`src/rtl/core/ottf_pkg.sv`:
```
// ----------------------------------------------------------------------------
// ottf_pkg
// Shared types, codes and helpers of the outline to toolpath flattener.
// ----------------------------------------------------------------------------
package ottf_pkg;

  localparam int XY_W      = 32;
  localparam int MODE_W    = 3;
  localparam int SAMPLE_W  = 6;
  localparam int PADDR_W   = 4;
  localparam int PDATA_W   = 32;
  localparam int CMAX_W    = 48;
  localparam int QDEPTH    = 2;
  localparam int DIV_STEPS = 8;

  localparam logic [SAMPLE_W-1:0]   SAMPLES_RST = 6'd8;
  localparam logic signed [XY_W-1:0] ONE_Q      = 32'sd65536;

  typedef enum logic [MODE_W-1:0] {
    CMD_MOVE  = 3'd0,
    CMD_LINE  = 3'd1,
    CMD_QUAD  = 3'd2,
    CMD_CUBIC = 3'd3,
    CMD_CLOSE = 3'd4
  } cmd_kind_e;

  typedef enum logic [1:0] {
    REG_SAMPLES    = 2'd0,
    REG_OFFSET_X   = 2'd1,
    REG_OFFSET_Y   = 2'd2,
    REG_CUT_HEIGHT = 2'd3
  } cfg_reg_e;

  typedef enum logic [2:0] {
    BK_IDLE,
    BK_MOVE,
    BK_PLUNGE,
    BK_LERP,
    BK_WAIT,
    BK_EMIT
  } back_state_e;

  typedef struct packed {
    logic reload_x;
    logic reload_y;
  } reload_t;

  // clamp a 33-bit sum into a signed range of cw bits
  function automatic logic signed [CMAX_W-1:0] sat_coord(input logic signed [XY_W:0] v,
                                                         input int cw);
    logic signed [CMAX_W-1:0] ve;
    logic signed [CMAX_W-1:0] hi;
    logic signed [CMAX_W-1:0] lo;
    ve = CMAX_W'(v);
    hi = signed'((CMAX_W'(1) << (cw - 1)) - CMAX_W'(1));
    lo = ~hi;
    if (ve > hi) begin
      return hi;
    end else if (ve < lo) begin
      return lo;
    end
    return ve;
  endfunction

endpackage

```
`src/rtl/core/ottf_if.sv`:
```
// ----------------------------------------------------------------------------
// ottf channel interfaces
// Valid/ready channels for outline commands and emitted tool points.
// ----------------------------------------------------------------------------
interface ottf_cmd_if;
  logic                                valid;
  logic                                ready;
  logic [ottf_pkg::MODE_W-1:0]         mode;
  logic signed [ottf_pkg::XY_W-1:0]    first_x;
  logic signed [ottf_pkg::XY_W-1:0]    first_y;
  logic signed [ottf_pkg::XY_W-1:0]    second_x;
  logic signed [ottf_pkg::XY_W-1:0]    second_y;
  logic signed [ottf_pkg::XY_W-1:0]    third_x;
  logic signed [ottf_pkg::XY_W-1:0]    third_y;

  modport source (output valid, mode, first_x, first_y, second_x, second_y, third_x, third_y,
                  input ready);
  modport sink (input valid, mode, first_x, first_y, second_x, second_y, third_x, third_y,
                output ready);
endinterface


```
`src/rtl/core/ottf_front.sv`:
```
// ----------------------------------------------------------------------------
// ottf_front
// Accepts commands, applies offsets with saturation and decides which
// points each command causes (rapid, plunge, curve), queuing it if any.
// ----------------------------------------------------------------------------
module ottf_front #(
  parameter int CW = 32,
  localparam int RW = ottf_pkg::MODE_W + 2 + 6 * CW
) (
  input  logic                               clk_i,
  input  logic                               rst_ni,
  ottf_cmd_if.sink                           cmd_i,
  input  logic signed [ottf_pkg::XY_W-1:0]   off_x_i,
  input  logic signed [ottf_pkg::XY_W-1:0]   off_y_i,
  output logic                               q_valid_o,
  input  logic                               q_ready_i,
  output logic [RW-1:0]                      q_data_o
);
  import ottf_pkg::*;

  typedef struct packed {
    cmd_kind_e             kind;
    logic                  plunge;
    logic                  curve;
    logic signed [CW-1:0]  x1;
    logic signed [CW-1:0]  y1;
    logic signed [CW-1:0]  x2;
    logic signed [CW-1:0]  y2;
    logic signed [CW-1:0]  x3;
    logic signed [CW-1:0]  y3;
  } cmd_rec_t;

  cmd_rec_t rec;
  cmd_rec_t rec_q;
  logic     v_q;
  logic     open_q;
  logic     pend_q;
  logic     known;
  logic     is_move;
  logic     keep;
  logic     in_acc;

  function automatic logic signed [CW-1:0] add_off(input logic signed [XY_W-1:0] v,
                                                   input logic signed [XY_W-1:0] o);
    logic signed [XY_W:0] s;
    s = {v[XY_W-1], v} + {o[XY_W-1], o};
    return CW'(sat_coord(s, CW));
  endfunction

  assign cmd_i.ready = !v_q || q_ready_i;
  assign in_acc      = cmd_i.valid && cmd_i.ready;

  always_comb begin
    known       = (cmd_i.mode <= CMD_CLOSE);
    is_move     = (cmd_i.mode == CMD_MOVE);
    rec.kind    = cmd_kind_e'(cmd_i.mode);
    rec.plunge  = !is_move && pend_q;
    rec.curve   = !is_move && ((cmd_i.mode != CMD_CLOSE) || open_q);
    rec.x1      = add_off(cmd_i.first_x, off_x_i);
    rec.y1      = add_off(cmd_i.first_y, off_y_i);
    rec.x2      = add_off(cmd_i.second_x, off_x_i);
    rec.y2      = add_off(cmd_i.second_y, off_y_i);
    rec.x3      = add_off(cmd_i.third_x, off_x_i);
    rec.y3      = add_off(cmd_i.third_y, off_y_i);
    // close with nothing open and no plunge armed causes no point
    keep        = known && (is_move || rec.plunge || rec.curve);
  end

  always_ff @(posedge clk_i or negedge rst_ni) begin
    if (!rst_ni) begin
      v_q    <= 1'b0;
      open_q <= 1'b0;
      pend_q <= 1'b0;
    end else begin
      if (in_acc) begin
        v_q <= keep;
      end else if (q_ready_i) begin
        v_q <= 1'b0;
      end
      if (in_acc && known) begin
        if (is_move) begin
          open_q <= 1'b1;
          pend_q <= 1'b1;
        end else begin
          pend_q <= 1'b0;
        end
      end
    end
  end

  always_ff @(posedge clk_i) begin
    if (in_acc) begin
      rec_q <= rec;
    end
  end

  assign q_valid_o = v_q;
  assign q_data_o  = rec_q;

endmodule

```
`src/flat_wrapper.sv`:
```
// flat-port wrapper written by rule: the top's interface ports become plain ports
module ottf_front_flat import ottf_pkg::*;
#(
  parameter int CW = 32,
  localparam int RW = ottf_pkg::MODE_W + 2 + 6 * CW
)
  (clk_i, rst_ni, off_x_i, off_y_i, q_valid_o, q_ready_i, q_data_o, cmd_i_valid, cmd_i_mode, cmd_i_first_x, cmd_i_first_y, cmd_i_second_x, cmd_i_second_y, cmd_i_third_x, cmd_i_third_y, cmd_i_ready);
  ottf_cmd_if cmd_i_i ();
  input  logic clk_i;
  input  logic rst_ni;
  input  logic signed [ottf_pkg::XY_W-1:0] off_x_i;
  input  logic signed [ottf_pkg::XY_W-1:0] off_y_i;
  output logic q_valid_o;
  input  logic q_ready_i;
  output logic [RW-1:0] q_data_o;
  input wire logic [$bits(cmd_i_i.valid)-1:0] cmd_i_valid;
  input wire logic [$bits(cmd_i_i.mode)-1:0] cmd_i_mode;
  input wire logic [$bits(cmd_i_i.first_x)-1:0] cmd_i_first_x;
  input wire logic [$bits(cmd_i_i.first_y)-1:0] cmd_i_first_y;
  input wire logic [$bits(cmd_i_i.second_x)-1:0] cmd_i_second_x;
  input wire logic [$bits(cmd_i_i.second_y)-1:0] cmd_i_second_y;
  input wire logic [$bits(cmd_i_i.third_x)-1:0] cmd_i_third_x;
  input wire logic [$bits(cmd_i_i.third_y)-1:0] cmd_i_third_y;
  output wire logic [$bits(cmd_i_i.ready)-1:0] cmd_i_ready;
  assign cmd_i_i.valid = cmd_i_valid;
  assign cmd_i_i.mode = cmd_i_mode;
  assign cmd_i_i.first_x = cmd_i_first_x;
  assign cmd_i_i.first_y = cmd_i_first_y;
  assign cmd_i_i.second_x = cmd_i_second_x;
  assign cmd_i_i.second_y = cmd_i_second_y;
  assign cmd_i_i.third_x = cmd_i_third_x;
  assign cmd_i_i.third_y = cmd_i_third_y;
  assign cmd_i_ready = cmd_i_i.ready;
  ottf_front #(.CW(CW)) u_core (.clk_i(clk_i), .rst_ni(rst_ni), .cmd_i(cmd_i_i), .off_x_i(off_x_i), .off_y_i(off_y_i), .q_valid_o(q_valid_o), .q_ready_i(q_ready_i), .q_data_o(q_data_o));
endmodule
```
`config.mk`:
```
export PLATFORM = sky130hd
export DESIGN_NAME = ottf_front_flat
export DESIGN_NICKNAME = d
export VERILOG_FILES = /design/src/rtl/core/ottf_pkg.sv /design/src/rtl/core/ottf_if.sv /design/src/rtl/core/ottf_front.sv /design/src/flat_wrapper.sv
export SDC_FILE = /design/constraint.sdc
export NUM_CORES = 1
export LEC_CHECK = 0
export ABC_AREA = 0
export ABC_CLOCK_PERIOD_IN_PS = 6500
export BUFFER_PORTS_ARGS = -buffer_cell sky130_fd_sc_hd__buf_2
export CAP_MARGIN = 10
export CORE_MARGIN = 5
export CORE_UTILIZATION = 55
export CTS_CLUSTER_SIZE = 24
export DETAILED_ROUTE_END_ITERATION = 6
export PLACE_DENSITY_LB_ADDON = 0.1
export SKIP_CTS_REPAIR_TIMING = 1
export SLEW_MARGIN = 0
export SYNTH_ARGS = -nofsm -noshare
export SYNTH_HDL_FRONTEND = slang
export SYNTH_SLANG_ARGS = --single-unit
```
`constraint.sdc`:
```
create_clock -name clk_i -period 6.5 [get_ports clk_i]
set_input_delay 0.65 -clock clk_i [delete_from_list [all_inputs] [get_ports clk_i]]
set_output_delay 0.65 -clock clk_i [all_outputs]
set_load 0.02 [all_outputs]
```
==> results.yml <==
status:
  status: "finished clean"
setup_path:
  cp-startpoint: "off_y_i[0]"
  endpoint_kind: "register"
  required_ns: 6.65
  cp_max_fo: 26
  worstSetupPathType: "primary input to register"
  cp-start-kind: "primary input"
  worst_ep_arrival_time_ns: 4.04
  reg2reg_from: "u_core.q_valid_o"
place:
  io_buffers: 461
  dp_hpwl_mm: 47.8
  routabilityCongestion: 0.975
routing:
  top_layer_used: "met5"
  drt_first_pass_iters: 5
  vias_per_cell: 6.18
  wl_met3_mm: 4.79
  wl_per_cell_um: 21.8
  dr_wl_met2_mm: 28.9
  wl_mm: 58.7
  via_count: 16600
  drtIter0Drc: 1075
  drc: 0
  m1WireLength_mm: 21.4
  ant_nets: 0
logic_synthesis:
  synth-edff-count: 197
  ys_ff_latch: 200
  synth_warnings: 0
  netlist_area_um2: 17400
  syn_nets: 2304
  synth_cells: 1843
  synth_area_per_cell_um2: 9.46
  ys_types: 92
  yosysSeqAreaShare_pct: 34.4
  synth_top_flop_cell: "edfxtp_1"
  async_flop_share_pct: 1.50
power:
  powerDensity_nw_per_um2: 243
  p_total_mw: 5.00
  leakage_nw: 8.94
  vdd_drop_max_uv: 192
cts:
  h-tree-depth: 4
  cts_tree: "yes"
  clock_path_buffers: 2
  root_buffer: "clkbuf_16"
  clk_pin_slew_ns: 0.08
  cts_buffers: 17
  clock_sinks: 200
  insertion_delay_ns: 0.47
sta:
  min_period_over_period_pct: 59.9
  period_minus_slack_ns: 3.89
  fmax_ghz: 0.257
  rsz0062_at_grt: "false"
  slew-limit-headroom_pct: 26.8
  finClkSkew_ns: 0.0212
  setup_viol: 0
  maxSlewViolCount: 0
  timing.final.hold_violations: 0
  worst_pin_slew_ns: 1.10
  setup_tns_ns: 0
die:
  die_y_um: 188
  initial_core_util_pct: 55.5
  die_area_um2: 35400
  die_w_um: 188
  core.rowCount: 65
  ios: 462
  core-area_um2: 31400
finish:
  final_layout_size_suffix_gt1_share_pct: 24.4
  synthToLayoutAreaGrowth_pct: 18.0
  finalNetCount: 2728
global_routing:
  antenna_found_initial: 17
  track_usage_pct: 31.8
  grt_pass1_vias: 16400
  overflow: 0
  grt_pass1_wl_mm: 88.2
  grt_max_degree: 83
flow_run:
  max_cap_violations: 0
hold_path:
  hold_path.class: "primary input to register"
  worstHoldStart: "cmd_i_valid"
## stage by stage
step	hold slack (ns)	utilization (%)	setup WS, ns	area, um^2	instances
after floorplan	0.354	-	0.334	17400	1843
after global placement	0.447	63.6	2.39	20000	2649
after detailed placement	0.451	63.6	2.17	20000	2649
after CTS	-0.0443	65.5	2.67	20500	2681
after global routing	0.407	65.5	2.38	20600	2689
final	0.413	65.5	2.61	20600	2689
## cells in the final DEF (no fill, tap or decap), drive strengths merged, types with 35 or more instances in the layout
cell / n
nor2: 91
ha: 192
nand3: 38
a21o: 85
xor2: 74
buf: 464
a21oi: 257
o21ai: 188
o21bai: 35
inv: 59
xnor2: 97
nand2: 122
edfxtp: 197
## cell usage after synthesis (7+ instances only)
cell	instances	area share, %
a211o_1	9	0.45
a211oi_1	21	0.90
a21o_1	85	3.7
a21oi_1	244	7.0
a21oi_2	13	0.65
a31oi_1	26	0.93
and2_1	10	0.36
and3_1	19	0.68
and4_1	8	0.40
buf_2	16	0.46
buf_6	7	0.45
clkbuf_1	33	0.71
edfxtp_1	197	34
ha_1	192	14
inv_1	52	1.1
maj3_1	17	0.98
nand2_1	119	2.6
nand2b_1	15	0.54
nand3_1	36	1.0
nand4_1	24	0.86
nor2_1	86	1.9
nor2b_1	23	0.83
nor3_1	21	0.60
o211ai_1	19	0.82
o21a_1	19	0.82
o21ai_0	174	5.0
o21ai_1	13	0.37
o21bai_1	35	1.5
or3_1	7	0.25
xnor2_1	97	4.9
xor2_1	73	3.7
## critical path, stage by stage
cell and delay [ns]:
buf_2 0.16, ha_1 0.22, fa_1 0.41, a21oi_1 0.22
o221ai_1 0.25, a31oi_1 0.24, a31oi_1 0.21, o21ai_0 0.37
o31ai_2 0.20, nor2_2 0.82, o21ai_0 0.28
## kinds of logic after synthesis
logic type	share of synthesized area, %
DFF	34.4
xor gates and xnor gates	8.63
and+or+nand+nor	11.5
muxes	0.129
AOI/OAI and AO/OA	27.1
buffers and inverters	2.88
adders and majority gates	15.4
## metal layers
metal	vias up	global-route usage, %
li1	7915	-
met1	7729	35.4
met2	765	55.7
met3	181	7.61
met4	20	18.0
met5	-	0
## sequential cells by signal, indices dropped and copies added, names as in the netlist
name and flops:
u_core.open_q 1, u_core.q_valid_o 1, u_core.pend_q 1, u_core.q_data_o 197
## path summary, 6_finish.rpt
kind | cells after the start | endpoint | slack, ns
min reg2reg | 1 | u_core.open_q | 0.50
max | 11 | u_core.q_data_o[19] | 2.61
max reg2reg | 3 | u_core.q_data_o[2] | 3.93
max in group asynchronous | 2 | u_core.open_q | 5.89
min | 3 | u_core.q_valid_o | 0.41
min in group asynchronous | 2 | u_core.pend_q | 0.51
## where the power goes
group          total [mW]  internal [mW]  leakage, nW  switching, mW
Clock                1.10          0.544        0.277          0.558
Sequential           1.79           1.73         1.90         0.0632
Combinational        2.10          0.764         6.76           1.34
Total                5.00           3.04         8.94           1.96
## layout make-up
cell class                      instances  area [um^2]
Multi-Input combinational cell       1531        10900
Fill cell                            2778        10800
Sequential cell                       200         5990
Timing Repair Buffer                  465         2340
Tap cell                              402          503
Clock buffer                           17          425
Inverter                               52          195
Clock inverter                         15          159
Antenna cell                            7         17.5
No activity file was read; power rests on OpenSTA's default activity.
