File: src/rtl/core/ottf_pkg.sv
// ----------------------------------------------------------------------------
// ottf_pkg
// Shared types, codes and helpers of the outline to toolpath flattener.
// ----------------------------------------------------------------------------
package ottf_pkg;

  localparam int XY_W      = 32;
  localparam int MODE_W    = 3;
  localparam int SAMPLE_W  = 6;
  localparam int PADDR_W   = 4;
  localparam int PDATA_W   = 32;
  localparam int CMAX_W    = 48;
  localparam int QDEPTH    = 2;
  localparam int DIV_STEPS = 8;

  localparam logic [SAMPLE_W-1:0]   SAMPLES_RST = 6'd8;
  localparam logic signed [XY_W-1:0] ONE_Q      = 32'sd65536;

  typedef enum logic [MODE_W-1:0] {
    CMD_MOVE  = 3'd0,
    CMD_LINE  = 3'd1,
    CMD_QUAD  = 3'd2,
    CMD_CUBIC = 3'd3,
    CMD_CLOSE = 3'd4
  } cmd_kind_e;

  typedef enum logic [1:0] {
    REG_SAMPLES    = 2'd0,
    REG_OFFSET_X   = 2'd1,
    REG_OFFSET_Y   = 2'd2,
    REG_CUT_HEIGHT = 2'd3
  } cfg_reg_e;

  typedef enum logic [2:0] {
    BK_IDLE,
    BK_MOVE,
    BK_PLUNGE,
    BK_LERP,
    BK_WAIT,
    BK_EMIT
  } back_state_e;

  typedef struct packed {
    logic reload_x;
    logic reload_y;
  } reload_t;

  // clamp a 33-bit sum into a signed range of cw bits
  function automatic logic signed [CMAX_W-1:0] sat_coord(input logic signed [XY_W:0] v,
                                                         input int cw);
    logic signed [CMAX_W-1:0] ve;
    logic signed [CMAX_W-1:0] hi;
    logic signed [CMAX_W-1:0] lo;
    ve = CMAX_W'(v);
    hi = signed'((CMAX_W'(1) << (cw - 1)) - CMAX_W'(1));
    lo = ~hi;
    if (ve > hi) begin
      return hi;
    end else if (ve < lo) begin
      return lo;
    end
    return ve;
  endfunction

endpackage

File: src/rtl/core/ottf_fifo.sv
// ----------------------------------------------------------------------------
// ottf_fifo
// Short command queue between the front and the back end.
// ----------------------------------------------------------------------------
module ottf_fifo #(
  parameter int W = 8
) (
  input  logic         clk_i,
  input  logic         rst_ni,
  input  logic         push_valid_i,
  output logic         push_ready_o,
  input  logic [W-1:0] push_data_i,
  output logic         pop_valid_o,
  input  logic         pop_ready_i,
  output logic [W-1:0] pop_data_o
);
  import ottf_pkg::*;

  localparam int AW = (QDEPTH > 1) ? $clog2(QDEPTH) : 1;
  localparam int NW = $clog2(QDEPTH + 1);

  logic [W-1:0]  mem_q [QDEPTH];
  logic [AW-1:0] wr_q;
  logic [AW-1:0] rd_q;
  logic [NW-1:0] cnt_q;
  logic          push;
  logic          pop;

  assign push_ready_o = (cnt_q != NW'(QDEPTH));
  assign pop_valid_o  = (cnt_q != '0);
  assign push         = push_valid_i && push_ready_o;
  assign pop          = pop_ready_i && pop_valid_o;
  assign pop_data_o   = mem_q[rd_q];

  always_ff @(posedge clk_i or negedge rst_ni) begin
    if (!rst_ni) begin
      wr_q  <= '0;
      rd_q  <= '0;
      cnt_q <= '0;
    end else begin
      if (push) begin
        wr_q <= (wr_q == AW'(QDEPTH - 1)) ? '0 : wr_q + 1'b1;
      end
      if (pop) begin
        rd_q <= (rd_q == AW'(QDEPTH - 1)) ? '0 : rd_q + 1'b1;
      end
      if (push && !pop) begin
        cnt_q <= cnt_q + 1'b1;
      end else if (pop && !push) begin
        cnt_q <= cnt_q - 1'b1;
      end
    end
  end

  always_ff @(posedge clk_i) begin
    if (push) begin
      mem_q[wr_q] <= push_data_i;
    end
  end

endmodule

File: config.mk
export PLATFORM = sky130hd
export DESIGN_NAME = ottf_fifo
export DESIGN_NICKNAME = d
export VERILOG_FILES = /design/src/rtl/core/ottf_pkg.sv /design/src/rtl/core/ottf_fifo.sv
export SDC_FILE = /design/constraint.sdc
export NUM_CORES = 1
export LEC_CHECK = 0
export BUFFER_PORTS_ARGS = -buffer_cell sky130_fd_sc_hd__buf_2
export CORE_UTILIZATION = 48
export DETAILED_ROUTE_END_ITERATION = 6
export PLACE_DENSITY = 0.8
export SLEW_MARGIN = 20
export SYNTH_ARGS = -nofsm -noshare
export SYNTH_HDL_FRONTEND = slang
export SYNTH_SLANG_ARGS = --single-unit
File: constraint.sdc
create_clock -name clk_i -period 1.6 [get_ports clk_i]
set_input_delay 0.48 -clock clk_i [delete_from_list [all_inputs] [get_ports clk_i]]
set_output_delay 0.48 -clock clk_i [all_outputs]
set_load 0.01 [all_outputs]
==> summary.txt, run 1 <==
STA
  • Final worst slack: -0.153 ns
  • Tightest Pin Transition: 0.401 ns
  • Fmax: 570 MHz
  • Tcrit/Tclk final: 110%
  • Setup violations, final: 8
  • Final slew viol count: 0
  • Clock period minus worst slack: roughly 1.8 ns
  • Fin Clk Skew: 0.00785 ns
  • RSZ-0062 raised after global routing: yes
  • Slew margin rel.: roughly 73%
  • Final Hold Viols: 0

Floorplanning
  • Die area: roughly 0.0018 mm^2
  • Die Y-Extent: roughly 42 um
  • # IOs: 22
  • Initial Utilization: ~52%
  • Die W: 42.5 um
  • Core area: 0.00152 mm^2
  • Num rows: 14

Run status
  • Failing checks: negative setup slack
  • Status: finished, violations left

CTS
  • CTS clk-pin slew, worst paths: between 0.1 and 0.15 ns
  • CTS Buf Count: 3
  • CTS tree: done
  • CTS H-tree depth: 1
  • Largest buffer count on any clock path: 2
  • Clock latency on the worst-skew pair: 0.30 ns
  • Root cell of the clock tree: clkbuf_4
  • Clk sinks: 20

Job
  • # Max-Cap Violations: 0

Global route
  • GRT overflow: 0
  • Initial antenna violation count: 0
  • Vias in the first global route: 443
  • Largest net degree at the start of global routing: 13
  • Global-route wire length before repair: 1970 um
  • Total track usage: 15.9%

Detailed routing
  • Antenna viol nets, final: 0
  • Wire per inst: roughly 12 um
  • Drt pass-1 iters: 4
  • Drc violations: 0
  • DRT iter0 DRCs: 5
  • Via/cell ratio: 4.74
  • Drt total wl: roughly 1100 um
  • Vias: 441

Critical path
  • CP required: 1.12 ns
  • Worst Setup Start Kind: flop
  • Crit-path max FO: 4
  • CP Capture Type: primary output
  • Setup CP Type: flop to primary output
  • Arrival time worst endpoint: 1.27 ns

Logic synthesis
  • Syn Inst Count: 43
  • Post-Syn Area: slightly below 800 um^2
  • Yosys Warn Count: 0
  • Distinct cells, synth: 14
  • Syn_area_per_cell: 18.3 um^2
  • Sequential share of the synthesized area: 73.8%
  • Syn nets: 56
  • Number of synthesized register bits: 20

Power and ir drop
  • Logic pwr share: 44.3%
  • Tot Pwr: 2.14 mW
  • Switch share: 27.3%
  • Clock Power Share: 18.8%
  • Internal power: 1.56 mW
  • Sequential share of power: 36.9%
  • Lkg Pwr: 0.470 nW
  • Worst VDD drop: 1220 uV
  • Switching pwr: around 0.58 mW
  • Power Dens Cells: 1940 mW/mm^2

Place
  • Port buffer count: 21
  • HPWL after detailed placement: roughly 730 um
  • GPL Wtd Cong: 0.718
  • Setup WS pre-CTS: 0.0521 ns

Hold path
  • Hold Crit Class: input port to flop

Layout
  • Seq. cell area: between 500 and 600 um^2
  • Most frequent cells in the layout: 16 x edfxtp_1, 12 x buf_2, 11 x buf_6
  • Final nets: 91
  • Most common cell after layout, fill and taps aside: edfxtp_1
  • Layout cell share with drive strength beyond 1: 59.7%
  • Filler cell count: 109
  • Antenna Cells: 0
  • Synth-to-layout area growth: 40.5%
  • Multi-input combinational cell area: 201 um^2
## through the flow
step           utilization, %  instances  setup TNS [ns]  cell area, um^2  hold WS (ns)
2_1_floorplan               -         43               0              787         0.184
3_3_place_gp             60.5         81               0              922         0.290
3_5_place_dp             60.5         81               0              922         0.293
4_1_cts                  70.2         92           -1.25             1070         0.350
5_1_grt                  72.6         93           -1.79             1110         0.329
6_report                 72.6         93           -1.17             1110         0.360
## state kept, by name, indices dropped and copies added, names as in the netlist
| name | cells |
|---|---|
| mem_q | 16 |
| rd_q | 1 |
| cnt_q | 2 |
| wr_q | 1 |
## worst max-delay path, cell delays in order (launching register included)
cell and delay, ns:
dfrtp_2 0.44, buf_6 0.13, mux2_4 0.29, buf_6 0.12
## power by group through the flow
stage | clock network, mW | logic [mW] | registers (mW)
3_3_place_gp | 0 | 0.582 | 0.842
4_1_cts | 0.412 | 0.866 | 0.787
6_report | 0.403 | 0.949 | 0.791
3_5_place_dp | 0 | 0.593 | 0.847
5_1_grt | 0.445 | 1.02 | 0.806
2_1_floorplan | 0 | 0.451 | 0.792
## Yosys cell counts
cell,instances,area [um^2]
nand2b_4,1,13.8
dfrtp_1,4,100
nand2_1,1,3.75
and3_1,1,6.26
xnor2_1,3,26.3
edfxtp_1,16,480
ha_1,1,12.5
inv_1,1,3.75
nor2_1,2,7.51
mux2_2,8,90.1
buf_2,1,5.00
nand2_4,1,11.3
xor2_1,2,17.5
or2_4,1,8.76
## logic make-up after synthesis
| group | synth area share, % |
|---|---|
| xor+xnor | 5.57 |
| fa+ha+maj | 1.59 |
| buf+inv | 1.11 |
| flops | 73.8 |
| mux | 11.4 |
| simple gates | 6.52 |
## area by class of cell
| cell class | instances | share of cell area (%) |
|---|---|---|
| Tap cell | 16 | 1.81 |
| Multi-Input combinational cell | 21 | 18.2 |
| Timing Repair Buffer | 31 | 22.3 |
| Clock inverter | 1 | 2.71 |
| Sequential cell | 20 | 52.6 |
| Clock buffer | 3 | 2.04 |
| Inverter | 1 | 0.339 |
## routing by layer
layer  GRT usage, %  part of all wire (%)  wire [um]
met3           7.33                   5.0         57
met2           20.3                    45        513
met4           11.3                   1.2         14
met5              0                     0          0
met1           21.2                    48        546
## worst paths after layout
path | from | end | slack [ns] | cells past startpoint
max | rd_q | pop_data_o[6] | -0.15 | 3
min | push_data_i[1] | mem_q[0][1] | 0.36 | 1
max reg2reg | cnt_q[0] | cnt_q[1] | 0.10 | 7
min reg2reg | wr_q | wr_q | 0.50 | 1
max in group asynchronous | rst_ni | rd_q | 0.95 | 2
min in group asynchronous | rst_ni | wr_q | 0.52 | 2
## timing repair
item	CTS	global route
setup buffers	6	1
pin swaps	1	2
setup endpoints to repair	9	9
hold endpoints to repair	4	0
resized for setup	10	5
hold buffers	1	0
No activity file was read; power rests on OpenSTA's default activity.
==> run 2: changes to the inputs <==
--- a/config.mk
+++ b/config.mk
@@ -6,9 +6,10 @@
 export NUM_CORES = 1
 export LEC_CHECK = 0
 export BUFFER_PORTS_ARGS = -buffer_cell sky130_fd_sc_hd__buf_2
+export CORE_ASPECT_RATIO = 0.8
 export CORE_UTILIZATION = 48
 export DETAILED_ROUTE_END_ITERATION = 6
-export PLACE_DENSITY = 0.8
+export PLACE_DENSITY = 0.74
 export SLEW_MARGIN = 20
 export SYNTH_ARGS = -nofsm -noshare
 export SYNTH_HDL_FRONTEND = slang
==> summary.txt, run 2 (same netlist as run 1, synthesis figures left out) <==
Layout
  • Most frequent cells in the layout: 16 x edfxtp_1, 12 x buf_2, 11 x buf_6
  • Top Registers: mem_q x16, cnt_q x2
  • Max reg flops: 16 (unchanged)
  • Most common cell after layout, fill and taps aside: edfxtp_1
  • Final nets: 89 (-2.2%)
  • Layout cell share with drive strength beyond 1: 57.3% (-2.4 points)
  • Final cell count without fillers: 96 (+3.2%)
  • Post-route cell area: 0.00107 mm^2 (-3.5%)
  • Antenna Cells: 0 (unchanged)
  • Synth-to-layout area growth: 35.6%
  • Largest Register: mem_q

Floorplanning
  • # IOs: 22 (unchanged)
  • Initial Utilization: 54.0% (+2.4 points)
  • Die Y-Extent: 38.2 um (-10%)
  • Die W: 47.3 um (+11%)
  • Num rows: 12 (-2)
  • Die area: 0.00181 mm^2 (about the same)
  • Core area: 0.00146 mm^2 (-4.4%)

Critical path
  • Arrival time worst endpoint: 1.27 ns (about the same)
  • R2R setup slack: 0.19 ns (+0.09 ns)
  • CP Capture Type: primary output
  • Critical R2R Capture: cnt_q[1]
  • Path depth of the worst reg2reg path: 6 (-1)
  • Setup CP Type: flop to primary output
  • CP endpoint: pop_data_o[1]
  • Crit-path max FO: 5 (+1)
  • Worst Setup Start Kind: flop
  • Worst Setup SP: rd_q
  • CP required: 1.12 ns (about the same)
  • Worst r2r src: cnt_q[0]

CTS
  • CTS clk-pin slew, worst paths: 0.10 ns (about the same)
  • CTS tree: done
  • Clock latency on the worst-skew pair: 0.29 ns (about the same)
  • Largest buffer count on any clock path: 2 (unchanged)
  • Root cell of the clock tree: clkbuf_4
  • Clk sinks: 20 (unchanged)
  • CTS Buf Count: 3 (unchanged)
  • CTS H-tree depth: 1 (unchanged)

STA
  • Slew margin rel.: 74.0% (+0.73 points)
  • WHS: 0.365 ns (+0.00472 ns)
  • Tcrit/Tclk final: 110% (about the same)
  • RSZ-0062 raised after global routing: yes
  • Tightest Pin Transition: 0.390 ns (-0.0110 ns)
  • Setup violations, final: 8 (unchanged)
  • Clock period minus worst slack: 1.75 ns (-0.000960 ns)
  • Final Hold Viols: 0 (unchanged)
  • Final slew viol count: 0 (unchanged)
  • Final worst slack: -0.152 ns (+0.000960 ns)
  • Fin Clk Skew: 0.00365 ns (-0.00419 ns)
  • Fmax: 571 MHz (about the same)

Detailed routing
  • Via/cell ratio: 4.71 (-0.71%)
  • Wire per inst: 13.2 um (+8.3%)
  • Antenna viol nets, final: 0 (unchanged)
  • DRT iter0 DRCs: 6 (+1)
  • Drt total wl: 1260 um (+12%)
  • Vias: 452 (+2.5%)
  • Drc violations: 0 (unchanged)
  • Drt pass-1 iters: 2 (-2)

Place
  • Placed cell areas: 928 um^2 (+0.68%)
  • Port buffer count: 21 (unchanged)
  • Placed insts: 86 (+6.2%)
  • Setup WS pre-CTS: 0.0644 ns (+0.0123 ns)
  • GPL Wtd Cong: 0.628 (-13%)

Global route
  • Vias in the first global route: 465 (+5.0%)
  • GRT overflow: 0 (unchanged)
  • Total track usage: 18.0% (+2.1 points)
  • Initial antenna violation count: 0 (unchanged)
  • Global-route wire length before repair: 1990 um (+1.1%)
  • Largest net degree at the start of global routing: 12 (-1)

Power and ir drop
  • Lkg Pwr: 0.443 nW (-5.7%)
  • Power Dens Cells: 1820 mW/mm^2 (-6.2%)
  • Tot Pwr: 1.94 mW (-9.5%)
  • Worst VDD drop: 1550 uV (+27%)

Run status
  • Status: finished, violations left
  • Failing checks: negative setup slack

Hold path
  • Hold Crit Class: input port to flop

Job
  • # Max-Cap Violations: 0 (unchanged)
run 2: routing by layer:
| layer | share of wire, % | vias up | GRT usage, % |
|---|---|---|---|
| li1 | - | 220 | - |
| met1 | 41 | 209 | 19.9 |
| met2 | 49 | 17 | 28.8 |
| met3 | 6.3 | 6 | 7.55 |
| met4 | 4.3 | 0 | 10.7 |
| met5 | 0 | - | 0 |
run 2: area by class of cell:
cell class,instances,area [um^2]
clock buffer,4,26.3
fill,101,389
inverter,1,3.75
multi-input combinational,21,198
sequential,20,582
tap,21,26.3
timing repair buffer,29,231
run 2: critical path, cell delays in order, from the launching register on:
cell and delay, ns:
dfrtp_2 0.39, buf_6 0.12, mux2_2 0.34, buf_6 0.13
run 2: worst min path at each step:
stage / startpoint / slack (ns) / end / cells after the start
4_1_cts: push_data_i[2] / 0.36 / mem_q[1][2] / 1
3_3_place_gp: rst_ni / 0.29 / cnt_q[1] / 1
3_5_place_dp: rst_ni / 0.29 / cnt_q[0] / 1
5_1_grt: push_data_i[2] / 0.34 / mem_q[0][2] / 1
2_1_floorplan: rst_ni / 0.18 / cnt_q[0] / 0
6_report: push_data_i[2] / 0.37 / mem_q[0][2] / 1
run 2: stage by stage:
stage / utilization [%] / setup TNS (ns)
floorplan: - / 0
global placement: 63.7 / 0
detailed placement: 63.7 / 0
CTS: 72.9 / -1.11
global route: 73.3 / -1.51
finish: 73.3 / -1.09
run 2: power breakdown:
part | switching [mW] | leakage [nW] | internal [mW]
logic | 0.375 | 0.234 | 0.538
clock network | 0.140 | 0.0150 | 0.0971
registers | 0.0591 | 0.194 | 0.730
total | 0.574 | 0.443 | 1.37
run 2: what timing repair did:
| item | 4_1_cts | 5_1_grt |
|---|---|---|
| endpoints found under the hold margin | 4 | 0 |
| pin swaps | 1 | 0 |
| hold buffers | 1 | 0 |
| gates resized for setup | 12 | 1 |
| endpoints found under the setup margin | 9 | 9 |
| buffers inserted | 5 | 0 |
